===== config.mk =====
export PLATFORM = sky130hd
export DESIGN_NAME = sde_ctrl
export DESIGN_NICKNAME = d
export VERILOG_FILES = /design/src/rtl/sde_pkg.sv /design/src/rtl/sde_ctrl.sv
export SDC_FILE = /design/constraint.sdc
export NUM_CORES = 1
export LEC_CHECK = 0
export ABC_AREA = 1
export BUFFER_PORTS_ARGS = -buffer_cell sky130_fd_sc_hd__buf_2
export CORE_UTILIZATION = 48
export CTS_BUF_LIST = sky130_fd_sc_hd__clkbuf_4 sky130_fd_sc_hd__clkbuf_8 sky130_fd_sc_hd__clkbuf_16
export DETAILED_ROUTE_END_ITERATION = 8
export PLACE_DENSITY = 0.83
export SLEW_MARGIN = 20
export SYNTH_ARGS = -nofsm -noshare
export SYNTH_HDL_FRONTEND = slang
export SYNTH_SLANG_ARGS = --single-unit

===== constraint.sdc =====
create_clock -name clk -period 1.3 [get_ports clk]
set_clock_uncertainty 0.05 [all_clocks]
set_input_delay 0 -clock clk [delete_from_list [all_inputs] [get_ports clk]]
set_output_delay 0 -clock clk [all_outputs]
set_load 0.005 [all_outputs]

===== src/rtl/sde_pkg.sv =====
// Shared types and constants of the sediment delivery export block.
`default_nettype none
package sde_pkg;

	localparam logic [30:0] Q30_ONE   = 31'd1073741824;
	localparam logic [30:0] LOG2E_Q30 = 31'd1549082005;
	localparam logic [29:0] LN2_Q30   = 30'd744261118;
	localparam int          TAY_TERMS = 10;

	typedef enum logic [1:0] {
		ACT_SCAN    = 2'd0,
		ACT_COMPUTE = 2'd1,
		ACT_CLEAR   = 2'd2,
		ACT_UNUSED  = 2'd3
	} action_t;

	typedef enum logic [2:0] {
		REG_DECAY    = 3'd0,
		REG_LOSS_ND  = 3'd1,
		REG_LOSS_EN  = 3'd2,
		REG_FLOW_ND  = 3'd3,
		REG_FLOW_EN  = 3'd4
	} reg_index_t;

	typedef struct packed {
		logic       load;
		logic       div_step;
		logic       mul_p;
		logic       mul_y;
		logic       add_y;
		logic       mul_g;
		logic       tay_mul;
		logic       tay_div;
		logic [3:0] tay_n;
		logic       scale;
		logic       mul_loss;
		logic       commit;
	} sde_cmd_t;

	typedef struct packed {
		logic fast;
		logic skip_div;
	} sde_stat_t;

	// ceil(2^34 / n): floor(a / n) == (a * r) >> 34 for a < 2^30
	function automatic logic [34:0] recip(input logic [3:0] n);
		logic [34:0] r;
		unique case (n)
			4'd1:    r = 35'd17179869184;
			4'd2:    r = 35'd8589934592;
			4'd3:    r = 35'd5726623062;
			4'd4:    r = 35'd4294967296;
			4'd5:    r = 35'd3435973837;
			4'd6:    r = 35'd2863311531;
			4'd7:    r = 35'd2454267027;
			4'd8:    r = 35'd2147483648;
			4'd9:    r = 35'd1908874354;
			4'd10:   r = 35'd1717986919;
			default: r = 35'd0;
		endcase
		return r;
	endfunction

endpackage
`default_nettype wire


===== src/rtl/sde_ctrl.sv =====
// Sequencing state machine of the sediment delivery export block.
`default_nettype none
module sde_ctrl
	import sde_pkg::*;
#(
	parameter int FRAC_BITS = 16
) (
	input  wire logic      clk,
	input  wire logic      arst_n,
	input  wire logic      s_tvalid,
	output logic           s_tready,
	output logic           m_tvalid,
	input  wire logic      m_tready,
	input  wire sde_stat_t stat,
	output sde_cmd_t       cmd
);

	localparam int CW = $clog2(FRAC_BITS);

	typedef enum logic [10:0] {
		ST_IDLE   = 11'b000_0000_0001,
		ST_DIV    = 11'b000_0000_0010,
		ST_XMUL   = 11'b000_0000_0100,
		ST_YMUL   = 11'b000_0000_1000,
		ST_YADD   = 11'b000_0001_0000,
		ST_GMUL   = 11'b000_0010_0000,
		ST_TMUL   = 11'b000_0100_0000,
		ST_TDIV   = 11'b000_1000_0000,
		ST_SCALE  = 11'b001_0000_0000,
		ST_LMUL   = 11'b010_0000_0000,
		ST_COMMIT = 11'b100_0000_0000
	} state_t;

	state_t        state_q, state_d;
	logic [CW-1:0] cnt_q;
	logic [3:0]    n_q;
	logic          out_valid_q;
	logic          accept;

	assign s_tready = (state_q == ST_IDLE) && !out_valid_q;
	assign accept   = s_tvalid && s_tready;
	assign m_tvalid = out_valid_q;

	always_comb begin
		cmd          = '0;
		cmd.load     = accept;
		cmd.div_step = (state_q == ST_DIV);
		cmd.mul_p    = (state_q == ST_XMUL);
		cmd.mul_y    = (state_q == ST_YMUL);
		cmd.add_y    = (state_q == ST_YADD);
		cmd.mul_g    = (state_q == ST_GMUL);
		cmd.tay_mul  = (state_q == ST_TMUL);
		cmd.tay_div  = (state_q == ST_TDIV);
		cmd.tay_n    = n_q;
		cmd.scale    = (state_q == ST_SCALE);
		cmd.mul_loss = (state_q == ST_LMUL);
		cmd.commit   = (state_q == ST_COMMIT);
	end

	always_comb begin
		state_d = state_q;
		unique case (state_q)
			ST_IDLE: begin
				if (accept && !stat.fast)
					state_d = stat.skip_div ? ST_XMUL : ST_DIV;
			end
			ST_DIV:    if (cnt_q == CW'(FRAC_BITS - 1)) state_d = ST_XMUL;
			ST_XMUL:   state_d = ST_YMUL;
			ST_YMUL:   state_d = ST_YADD;
			ST_YADD:   state_d = ST_GMUL;
			ST_GMUL:   state_d = ST_TMUL;
			ST_TMUL:   state_d = ST_TDIV;
			ST_TDIV:   state_d = (n_q == 4'(TAY_TERMS)) ? ST_SCALE : ST_TMUL;
			ST_SCALE:  state_d = ST_LMUL;
			ST_LMUL:   state_d = ST_COMMIT;
			ST_COMMIT: state_d = ST_IDLE;
			default:   state_d = ST_IDLE;
		endcase
	end

	always_ff @(posedge clk or negedge arst_n) begin
		if (!arst_n) begin
			state_q     <= ST_IDLE;
			cnt_q       <= '0;
			n_q         <= 4'd1;
			out_valid_q <= 1'b0;
		end else begin
			state_q <= state_d;
			if (state_q == ST_DIV)
				cnt_q <= cnt_q + CW'(1);
			else
				cnt_q <= '0;
			if (state_q == ST_TDIV)
				n_q <= n_q + 4'd1;
			else if (state_q != ST_TMUL)
				n_q <= 4'd1;
			if ((accept && stat.fast) || state_q == ST_COMMIT)
				out_valid_q <= 1'b1;
			else if (m_tready)
				out_valid_q <= 1'b0;
		end
	end

endmodule
`default_nettype wire


==> results of run 1 <==
## layer usage
layer / up-vias / routed length, microns / part of all wire (%) / global-route usage [%]
li1: 577 / - / - / -
met1: 647 / 1690 / 35 / 35.0
met2: 112 / 2420 / 50 / 57.4
met3: 31 / 408 / 8.5 / 5.56
met4: 0 / 285 / 5.9 / 18.0
met5: - / 0 / 0 / 0
## logic make-up after synthesis
logic type	share of synthesized area, %
AOI/OAI and AO/OA	3.81
xor gates and xnor gates	1.48
buffers and inverters	10.2
DFF	42.5
and+or+nand+nor	38.8
adders and majority gates	3.17
## power breakdown
part           internal [uW]  switching (uW)  total (uW)
Combinational            516             808        1320
Sequential               700            95.6         796
Clock                    312             241         554
Total                   1530            1150        2670
## layout make-up
cell class,instances,area (sq um),share of cell area (%)
multi-input combinational,95,781,40.3
sequential,20,503,26.0
timing repair buffer,58,444,22.9
inverter,30,120,6.21
tap,28,35.0,1.81
clock inverter,1,30.0,1.55
clock buffer,3,22.5,1.16
## per-stage QoR
| step | util, % | area, sq um | power (uW) | worst slack, ps |
|---|---|---|---|---|
| floorplan | - | 1180 | 1340 | 17.2 |
| finish | 85.0 | 1940 | 2670 | -396 |
| detailed placement | 62.6 | 1430 | 1570 | -137 |
| CTS | 78.3 | 1780 | 2380 | -283 |
| global placement | 62.6 | 1430 | 1520 | -34.0 |
| global route | 85.0 | 1940 | 2750 | -421 |
## timing repair
action,in CTS,in global routing
setup buffers,15,7
hold endpoints to repair,24,0
pin swaps,20,13
resized for setup,52,27
hold buffers,4,0
endpoints found under the setup margin,28,28
## registers in the layout, summed over array words and instances, names as in the netlist
register,cells
n_q,4
cnt_q,4
state_q,11
m_tvalid,1
## worst max-delay path: stages, from the launching register on
cell and delay, ps:
sky130_fd_sc_hd__dfrtp_1 440, sky130_fd_sc_hd__nor2_2 170, sky130_fd_sc_hd__nand2_2 140, sky130_fd_sc_hd__nor2_4 180, sky130_fd_sc_hd__nand4_1 160, sky130_fd_sc_hd__inv_1 110
sky130_fd_sc_hd__buf_2 110
## cell usage in the layout (no fill, tap or decap), drive strengths merged
cell type and count:
o31ai 1, nand2 34, o21ai 5, xor2 1
nor4 4, buf 54, a21oi 1, o21bai 1
nand4 2, dfrtp 18, xnor2 1, clkbuf 3
bufinv 1, nor3 9, dlygate4sd3 4, nand3 8
dfstp 2, inv 30, ha 3, nor2 25
## worst paths after layout
kind,start,endpoint,slack (ps),cells after the start
min in group asynchronous,arst_n,state_q[9],80,2
setup reg to reg,state_q[6],n_q[3],-300,8
setup / recovery,state_q[4],cmd[0],-400,6
max in group asynchronous,arst_n,n_q[0],760,2
hold reg to reg,cnt_q[0],cnt_q[0],460,1
hold / removal,s_tvalid,state_q[0],60,4
==> out/summary.txt, run 1 <==
===============================================================================================
Average routed wire per standard cell                                              20.5 microns
Leakage power total                                                                  0.00104 uW
Worst setup EP type                                                                  output pin
Core area                                                                          0.00228 sq mm
Via total after detailed routing                                                           1367
Max-slew violation total from the final report                                                0
Final-layout fill cell count                                                                105
Total setup violations reported at the end of the flow                                       29
Cell type with the largest total area after synthesis                              sky130_fd_sc_hd__dfrtp_1
Total wirelength of the detailed-routed design                                     4810 microns
Clock tree from TritonCTS                                                                 built
CTS sink cnt                                                                                 20
Initial drt markers                                                                          51
Cell chosen for the clock root                                                     sky130_fd_sc_hd__clkbuf_4
Number of optimization iterations in the first detailed-route pass                            4
Peak supply drop                                                                        1.30 mV
Routability congestion estimate                                                           0.840
RSZ-0062 raised after global routing                                                       true
Cells taking the most area after synthesis                                         sky130_fd_sc_hd__dfrtp_1, sky130_fd_sc_hd__nand2_1, sky130_fd_sc_hd__inv_1, sky130_fd_sc_hd__nor2_1, sky130_fd_sc_hd__dfstp_2
Power density cells                                                                1380 mW/mm^2
Clock buffers created by TritonCTS                                                            3
Outcome                                                                            finished with violations
Req. time, crit path                                                                    1250 ps
Primary FF master, synth                                                           sky130_fd_sc_hd__dfrtp_1
Antenna diode count                                                                           0
Slew at the pin closest to its max-slew limit                                            478 ps
Violations in the final reports                                                    setup timing
Global-route total usage across every layer                                               31.9%
Critical path fanouts, max                                                                    3
GRT overflow                                                                                  0
Antenna violations before repair                                                              0
Final TNS setup                                                                        -6600 ps
Clock input transition at the sequential cells of the worst setup and hold paths         130 ps
Mapped cell area                                                                   0.00118 sq mm
Number of standard cells in the final layout excluding fillers                              235
Yosys warning total                                                                           0
Post-route setup slack                                                                  -396 ps
Path type of the worst min-delay path                                                 in -> reg
MaxCap Viol Count                                                                             0
Final Net Count                                                                             217
Top-level port count                                                                         23
Average instance area after synthesis                                                8.10 sq um
Top-area cell type share of the netlist area                                              38.1%
Post-synthesis register bit count                                                            20
Number of nets with antenna violations after detailed routing                                 0
Shortest clock period the worst path allows after layout                                1700 ps
Sequential element share of the synthesized area                                          42.5%
Top-count cell post-synth                                                          sky130_fd_sc_hd__nand2_1
Startpoint class of the critical path                                                 flip-flop
Relative max-transition margin                                                            68.1%
Post-synth EDFFs                                                                              0
Layout cell share with drive strength beyond 1                                            59.4%
Die Area                                                                           0.00267 sq mm
CP Data Arrival Time                                                                    1650 ps
Floorplan die width                                                                51.6 microns
Unique cell type count in the Yosys netlist                                                  27
First-pass GRT wire length                                                         5980 microns
Starting Density                                                                          52.0%
Die span in y                                                                      51.6 microns
Pin count of the biggest net entering global routing                                         21
Achievable frequency                                                                    590 MHz
CTS Buffer Depth                                                                              2
Via count of the first global-routing pass                                                 1298
Mapped Cells                                                                                146
Worst hold slack after final layout                                                     61.5 ps
DRC violation count after routing                                                             0
Top post-synthesis cells by count                                                  sky130_fd_sc_hd__nand2_1, sky130_fd_sc_hd__inv_1, sky130_fd_sc_hd__nor2_1
Share of synthesized registers carrying an async set or reset                              100%
Clk Latency, worst-skew pair                                                             340 ps
Syn_nets                                                                                    155
Start-to-end type of the worst setup path                                            reg -> out
Port Buffers                                                                                 22
Detailed placement HPWL                                                            2060 microns
Final Hold Violating Endpoints                                                                0
Number of levels in the clock H-tree                                                          1
# rows                                                                                       17
Period Utilization, post-route                                                             130%
Avg Vias per Cell                                                                          5.82
Synthesis-to-finish area growth                                                           63.7%
Number of cells after detailed placement                                                    209
===============================================================================================
(Power assumes the default switching activity.)
==> inputs of run 2 (changes only) <==
Settings changed: CORE_MARGIN from default to 8.
==> out/summary.txt, run 2 (synthesis gave the netlist of run 1 again) <==
===============================================================================================
Path type of the worst min-delay path                                                 in -> reg   unchanged
Relative max-transition margin                                                            68.8%   was 68.1%
Number of nets with antenna violations after detailed routing                                 0   unchanged
Final Hold Violating Endpoints                                                                0   unchanged
Max-slew violation total from the final report                                                0   unchanged
First-pass GRT wire length                                                         5750 microns   was 5980 microns
DRC violation count after routing                                                             0   unchanged
Post-route setup slack                                                                  -371 ps   was -396 ps
Clock input transition at the sequential cells of the worst setup and hold paths         120 ps   was 130 ps
Cell chosen for the clock root                                                     sky130_fd_sc_hd__clkbuf_4   unchanged
Worst reg2reg setup slack                                                               -290 ps   was -300 ps
Peak supply drop                                                                        1.14 mV   was 1.30 mV
Most common cell after layout, fill and taps aside                                 sky130_fd_sc_hd__buf_6   was sky130_fd_sc_hd__buf_4
Final Net Count                                                                             219   was 217
Crit-path slowest cell                                                             sky130_fd_sc_hd__dfrtp_1   unchanged
Final-layout fill cell count                                                                135   was 105
Worst hold slack after final layout                                                     63.4 ps   was 61.5 ps
Leakage power total                                                                  0.00108 uW   was 0.00104 uW
Antenna diode count                                                                           0   unchanged
Die span in y                                                                      65.6 microns   was 51.6 microns
Register name with the most flops                                                       state_q   unchanged
Start-to-end type of the worst setup path                                            reg -> out   unchanged
Initial drt markers                                                                          85   was 51
Total setup violations reported at the end of the flow                                       30   was 29
CTS Buffer Depth                                                                              2   unchanged
Floorplan die width                                                                65.6 microns   was 51.6 microns
Startpoint class of the critical path                                                 flip-flop   unchanged
Worst setup EP type                                                                  output pin   unchanged
Top-level port count                                                                         23   unchanged
Period Utilization, post-route                                                             129%   was 130%
# rows                                                                                       18   was 17
Highest-count cells in the layout ignoring fill and taps                           sky130_fd_sc_hd__buf_6, sky130_fd_sc_hd__nand2_1, sky130_fd_sc_hd__dfrtp_1   was sky130_fd_sc_hd__buf_4, sky130_fd_sc_hd__buf_2, sky130_fd_sc_hd__inv_1, sky130_fd_sc_hd__nand2_1, sky130_fd_sc_hd__dfrtp_1
Power density cells                                                                1320 mW/mm^2   was 1380 mW/mm^2
Clock tree from TritonCTS                                                                 built   unchanged
Synthesis-to-finish area growth                                                           68.9%   was 63.7%
Number of standard cells in the final layout excluding fillers                              239   was 235
Number of levels in the clock H-tree                                                          1   unchanged
Violations in the final reports                                                    setup timing   unchanged
Registers with the most flip-flops                                                 state_q x11, cnt_q x4, n_q x4   unchanged
Achievable frequency                                                                    598 MHz   was 590 MHz
Via count of the first global-routing pass                                                 1264   was 1298
Layout cell share with drive strength beyond 1                                            58.4%   was 59.4%
Maximum cell stage delay along the critical path                                         440 ps   about the same
Global-route total usage across every layer                                               17.3%   was 31.9%
Core area                                                                          0.00241 sq mm   was 0.00228 sq mm
Via total after detailed routing                                                           1285   was 1367
Avg Vias per Cell                                                                          5.38   was 5.82
Total wirelength of the detailed-routed design                                     4120 microns   was 4810 microns
Antenna violations before repair                                                              0   unchanged
Req. time, crit path                                                                    1250 ps   about the same
Average routed wire per standard cell                                              17.2 microns   was 20.5 microns
Top delay family on crit path                                                      simple AND/OR/NAND/NOR gates   unchanged
Max reg flops                                                                                11   unchanged
Shortest clock period the worst path allows after layout                                1670 ps   was 1700 ps
Top cell by count, worst path                                                      sky130_fd_sc_hd__nor2_4
CP Data Arrival Time                                                                    1620 ps   was 1650 ps
Number of buffers and inverters on the critical path                                          3   was 2
Critical path fanouts, max                                                                    3   unchanged
Clk Latency, worst-skew pair                                                             320 ps   was 340 ps
Port Buffers                                                                                 22   unchanged
Detailed placement HPWL                                                            2010 microns   was 2060 microns
MaxCap Viol Count                                                                             0   unchanged
Footprint of the multi-input gates                                                    781 sq um   unchanged
Critical-path cell list                                                            nor2_4 -> nand2_4 -> nor2_4 -> buf_4 -> nand4_1 -> inv_1 -> buf_2   was nor2_2 -> nand2_2 -> nor2_4 -> nand4_1 -> inv_1 -> buf_2
Number of cells after detailed placement                                                    212   was 209
CTS sink cnt                                                                                 20   unchanged
Routability congestion estimate                                                           0.809   was 0.840
Pin count of the biggest net entering global routing                                         21   unchanged
Outcome                                                                            finished with violations   unchanged
RSZ-0062 raised after global routing                                                       true   unchanged
Die Area                                                                           0.00431 sq mm   was 0.00267 sq mm
Number of optimization iterations in the first detailed-route pass                            4   unchanged
Starting Density                                                                          49.1%   was 52.0%
Clock buffers created by TritonCTS                                                            3   unchanged
GRT overflow                                                                                  0   unchanged
Storage cell area                                                                     503 sq um   unchanged
Slew at the pin closest to its max-slew limit                                            469 ps   was 478 ps
===============================================================================================
## run 2: changes by cell type in the layout (fill, tap and decap cells not counted), moves of 3 or more
| cell | before | now |
|---|---|---|
| sky130_fd_sc_hd__buf_4 | 21 | 17 |
| sky130_fd_sc_hd__nand2_4 | 6 | 11 |
| sky130_fd_sc_hd__nor2_2 | 8 | 5 |
| sky130_fd_sc_hd__buf_2 | 20 | 17 |
| sky130_fd_sc_hd__nor2_1 | 7 | 10 |
| sky130_fd_sc_hd__nand2_2 | 10 | 3 |
| sky130_fd_sc_hd__buf_6 | 13 | 22 |
## run 2: repair_timing
action,in CTS,in global routing
hold buffers,4,0
hold endpoints to repair,24,0
setup buffers,15,10
gates cloned,0,0
pin swaps,23,16
setup endpoints to repair,27,32
resized for setup,45,47
## run 2: final timing paths
path | end | cells after the start | start
worst min register to register | cnt_q[0] | 1 | cnt_q[0]
worst max-delay path | cmd[0] | 7 | state_q[2]
min in group asynchronous | state_q[5] | 2 | arst_n
max in group asynchronous | n_q[0] | 2 | arst_n
worst max register to register | state_q[2] | 11 | state_q[4]
worst min-delay path | state_q[0] | 4 | s_tvalid
## run 2: cell type report
type | count | share of cell area (%)
inverter | 30 | 6.14
sequential | 20 | 25.2
clock inverter | 1 | 1.50
clock buffer | 3 | 1.13
multi-input combinational | 95 | 39.1
timing repair buffer | 60 | 25.1
tap | 30 | 1.88
## run 2: report_power, final
group          total (uW)  leakage [uW]  switching (uW)  internal, uW
clock network         533     0.0000279             221           312
logic                1300      0.000783             773           526
registers             801      0.000270             101           700
## run 2: worst reg2reg max path, delay by kind of cell (launching register included)
kind                   cells  cell delay, ps
AND/OR/NAND/NOR            7             670
flip-flops                 1             430
buffers and inverters      4             380
## run 2: per-layer routing
metal,share of wire [%],vias up,global-route usage (%)
li1,-,579,-
met1,33,612,17.6
met2,54,65,31.3
met3,6.7,29,5.44
met4,6.1,0,8.17
met5,0,-,0
## run 2: through the flow
stage | total power (uW) | area, sq um | TNS (ps) | setup slack (ps) | util, %
after floorplan | 1340 | 1180 | 0 | 17.2 | -
after global placement | 1560 | 1440 | -300 | -64.1 | 59.6
after detailed placement | 1590 | 1440 | -840 | -107 | 59.6
after CTS | 2330 | 1790 | -3550 | -302 | 74.1
after global routing | 2770 | 2000 | -8340 | -457 | 82.9
final | 2630 | 2000 | -6610 | -371 | 82.9
==> inputs of run 3 (changes only) <==
Settings changed: GPL_ROUTABILITY_DRIVEN from default to 0, PLACE_DENSITY 0.83 to 0.74, TNS_END_PERCENT from default to 10.
==> out/summary.txt, run 3 (synthesis gave the netlist of run 1 again) <==
===============================================================================================
Die Area                                                                           0.00431 sq mm   unchanged
Final-layout fill cell count                                                                189   was 135
Final Net Count                                                                             201   was 219
Final Hold Violating Endpoints                                                                0   unchanged
Via total after detailed routing                                                           1069   was 1285
First-pass GRT wire length                                                         4730 microns   was 5750 microns
Terminating pin of the worst hold path                                                 m_tvalid   was state_q[0]
Most common cell after layout, fill and taps aside                                 sky130_fd_sc_hd__inv_1   was sky130_fd_sc_hd__buf_6
Register name with the most flops                                                       state_q   unchanged
Global-route total usage across every layer                                               13.7%   was 17.3%
Clk Latency, worst-skew pair                                                             300 ps   was 320 ps
Top-level port count                                                                         23   unchanged
Clock input transition at the sequential cells of the worst setup and hold paths         110 ps   was 120 ps
Number of standard cells in the final layout excluding fillers                              221   was 239
Period Utilization, post-route                                                             121%   was 129%
Clock buffers created by TritonCTS                                                            3   unchanged
Highest-count cells in the layout ignoring fill and taps                           sky130_fd_sc_hd__inv_1, sky130_fd_sc_hd__nand2_1, sky130_fd_sc_hd__buf_2, sky130_fd_sc_hd__dfrtp_1, sky130_fd_sc_hd__buf_4   was sky130_fd_sc_hd__buf_6, sky130_fd_sc_hd__nand2_1, sky130_fd_sc_hd__dfrtp_1
Number of cells on the worst hold path                                                        5   was 4
Sequential fraction of design power                                                       37.1%   was 30.4%
Achievable frequency                                                                    638 MHz   was 598 MHz
Number of nets with antenna violations after detailed routing                                 0   unchanged
# rows                                                                                       18   unchanged
Pin count of the biggest net entering global routing                                         21   unchanged
Worst reg2reg setup slack                                                                -60 ps   was -290 ps
MaxCap Viol Count                                                                             0   unchanged
Outcome                                                                            finished with violations   unchanged
Internal Power                                                                          1270 uW   was 1540 uW
Number of levels in the clock H-tree                                                          1   unchanged
Starting Density                                                                          49.1%   unchanged
Cell chosen for the clock root                                                     sky130_fd_sc_hd__clkbuf_4   unchanged
Worst setup EP type                                                                  output pin   unchanged
Req. time, crit path                                                                    1250 ps   about the same
Number of optimization iterations in the first detailed-route pass                            4   unchanged
Switching power                                                                          836 uW   was 1090 uW
Post-route setup slack                                                                  -268 ps   was -371 ps
Antenna violations before repair                                                              0   unchanged
Path type of the worst min-delay path                                                 in -> reg   unchanged
Max-slew violation total from the final report                                                0   unchanged
Detailed placement HPWL                                                            1990 microns   was 2010 microns
Critical path fanouts, max                                                                    4   was 3
Clock tree from TritonCTS                                                                 built   unchanged
Peak supply drop                                                                       0.954 mV   was 1.14 mV
Max reg flops                                                                                11   unchanged
Layout cell share with drive strength beyond 1                                            47.1%   was 58.4%
Worst R2R Path Depth                                                                          8   was 11
Registers with the most flip-flops                                                 state_q x11, cnt_q x4, n_q x4   unchanged
Core area                                                                          0.00241 sq mm   unchanged
Start-to-end type of the worst setup path                                            reg -> out   unchanged
DRC violation count after routing                                                             0   unchanged
Port Buffers                                                                                 22   unchanged
RSZ-0062 raised after global routing                                                       true   unchanged
Footprint of the multi-input gates                                                    686 sq um   was 781 sq um
Clock share of power                                                                      16.9%   was 20.2%
Avg Vias per Cell                                                                          4.84   was 5.38
Startpoint class of the critical path                                                 flip-flop   unchanged
Share of total power consumed by net switching                                            39.7%   was 41.6%
Critical hold path startpoint                                                          s_tvalid   unchanged
Slew at the pin closest to its max-slew limit                                            458 ps   was 469 ps
Via count of the first global-routing pass                                                 1086   was 1264
Number of cells after detailed placement                                                    211   was 212
GRT overflow                                                                                  0   unchanged
Worst flop-to-flop path startpoint                                                   state_q[5]   was state_q[4]
Leakage power total                                                                 0.000927 uW   was 0.00108 uW
Total wirelength of the detailed-routed design                                     2760 microns   was 4120 microns
Total setup violations reported at the end of the flow                                       19   was 30
CTS Buffer Depth                                                                              2   unchanged
Reg2Reg Capture Point                                                                state_q[1]   was state_q[2]
CP Data Arrival Time                                                                    1520 ps   was 1620 ps
Average routed wire per standard cell                                              12.5 microns   was 17.2 microns
Power density cells                                                                1250 mW/mm^2   was 1320 mW/mm^2
Die span in y                                                                      65.6 microns   unchanged
Overall Power                                                                           2100 uW   was 2630 uW
Combinational share of power                                                              45.9%   was 49.3%
Shortest clock period the worst path allows after layout                                1570 ps   was 1670 ps
Relative max-transition margin                                                            69.5%   was 68.8%
CTS sink cnt                                                                                 20   unchanged
Initial drt markers                                                                          21   was 85
Storage cell area                                                                     503 sq um   unchanged
Synthesis-to-finish area growth                                                           41.9%   was 68.9%
Floorplan die width                                                                65.6 microns   unchanged
Violations in the final reports                                                    setup timing   unchanged
Antenna diode count                                                                           0   unchanged
===============================================================================================
-- run 3: repair_timing --
action,4_1_cts,5_1_grt
endpoints found under the setup margin,24,28
gates resized for setup,25,19
hold endpoints to repair,24,0
pin swaps,9,7
buffers inserted,3,0
hold buffers,4,0
-- run 3: how the worst max path moves through the flow --
stage | startpoint | to | slack [ps] | cells past startpoint
floorplan | state_q[8] | n_q[3] | 20 | 8
global placement | state_q[2] | state_q[0] | -60 | 8
detailed placement | state_q[2] | cmd[1] | -110 | 6
CTS | state_q[3] | cmd[1] | -260 | 6
global route | state_q[5] | cmd[14] | -360 | 6
finish | state_q[5] | cmd[13] | -270 | 7
-- run 3: layout make-up --
cell class,count,share of cell area [%]
Multi-Input combinational cell,95,40.9
Sequential cell,20,30.0
Timing Repair Buffer,42,17.9
Inverter,30,6.86
Clock buffer,4,2.16
Tap cell,30,2.24
-- run 3: through the flow --
stage | hold WS [ps] | setup TNS [ps] | cell area, sq um | utilization [%] | setup WS (ps)
5_1_grt | 90.4 | -4880 | 1680 | 69.6 | -361
2_1_floorplan | -346 | 0 | 1180 | - | 17.2
3_5_place_dp | -78.4 | -507 | 1430 | 59.2 | -105
3_3_place_gp | -82.0 | -226 | 1430 | 59.2 | -60.7
4_1_cts | 43.5 | -2530 | 1610 | 66.9 | -258
6_report | 64.3 | -2580 | 1680 | 69.6 | -268
-- run 3: critical path, cell delays in order, from the launching register on --
cell and delay, ps:
sky130_fd_sc_hd__dfrtp_1 420, sky130_fd_sc_hd__nor2_2 140, sky130_fd_sc_hd__nand2_2 130, sky130_fd_sc_hd__nor2_8 190
sky130_fd_sc_hd__nand2_4 90, sky130_fd_sc_hd__inv_4 80, sky130_fd_sc_hd__buf_6 90, sky130_fd_sc_hd__buf_6 80
-- run 3: power groups by stage --
stage | clock network (uW) | registers (uW) | logic, uW
floorplan | 0 | 768 | 572
global placement | 0 | 771 | 758
detailed placement | 0 | 776 | 780
CTS | 372 | 782 | 914
global route | 389 | 788 | 1070
finish | 356 | 781 | 966
-- run 3: per-layer routing --
metal	GRT usage, %	part of all wire [%]	vias to the layer above
met5	0	0	-
met4	4.90	0.65	0
met3	2.72	2.1	2
met2	24.4	54	9
met1	15.9	43	515
li1	-	-	543
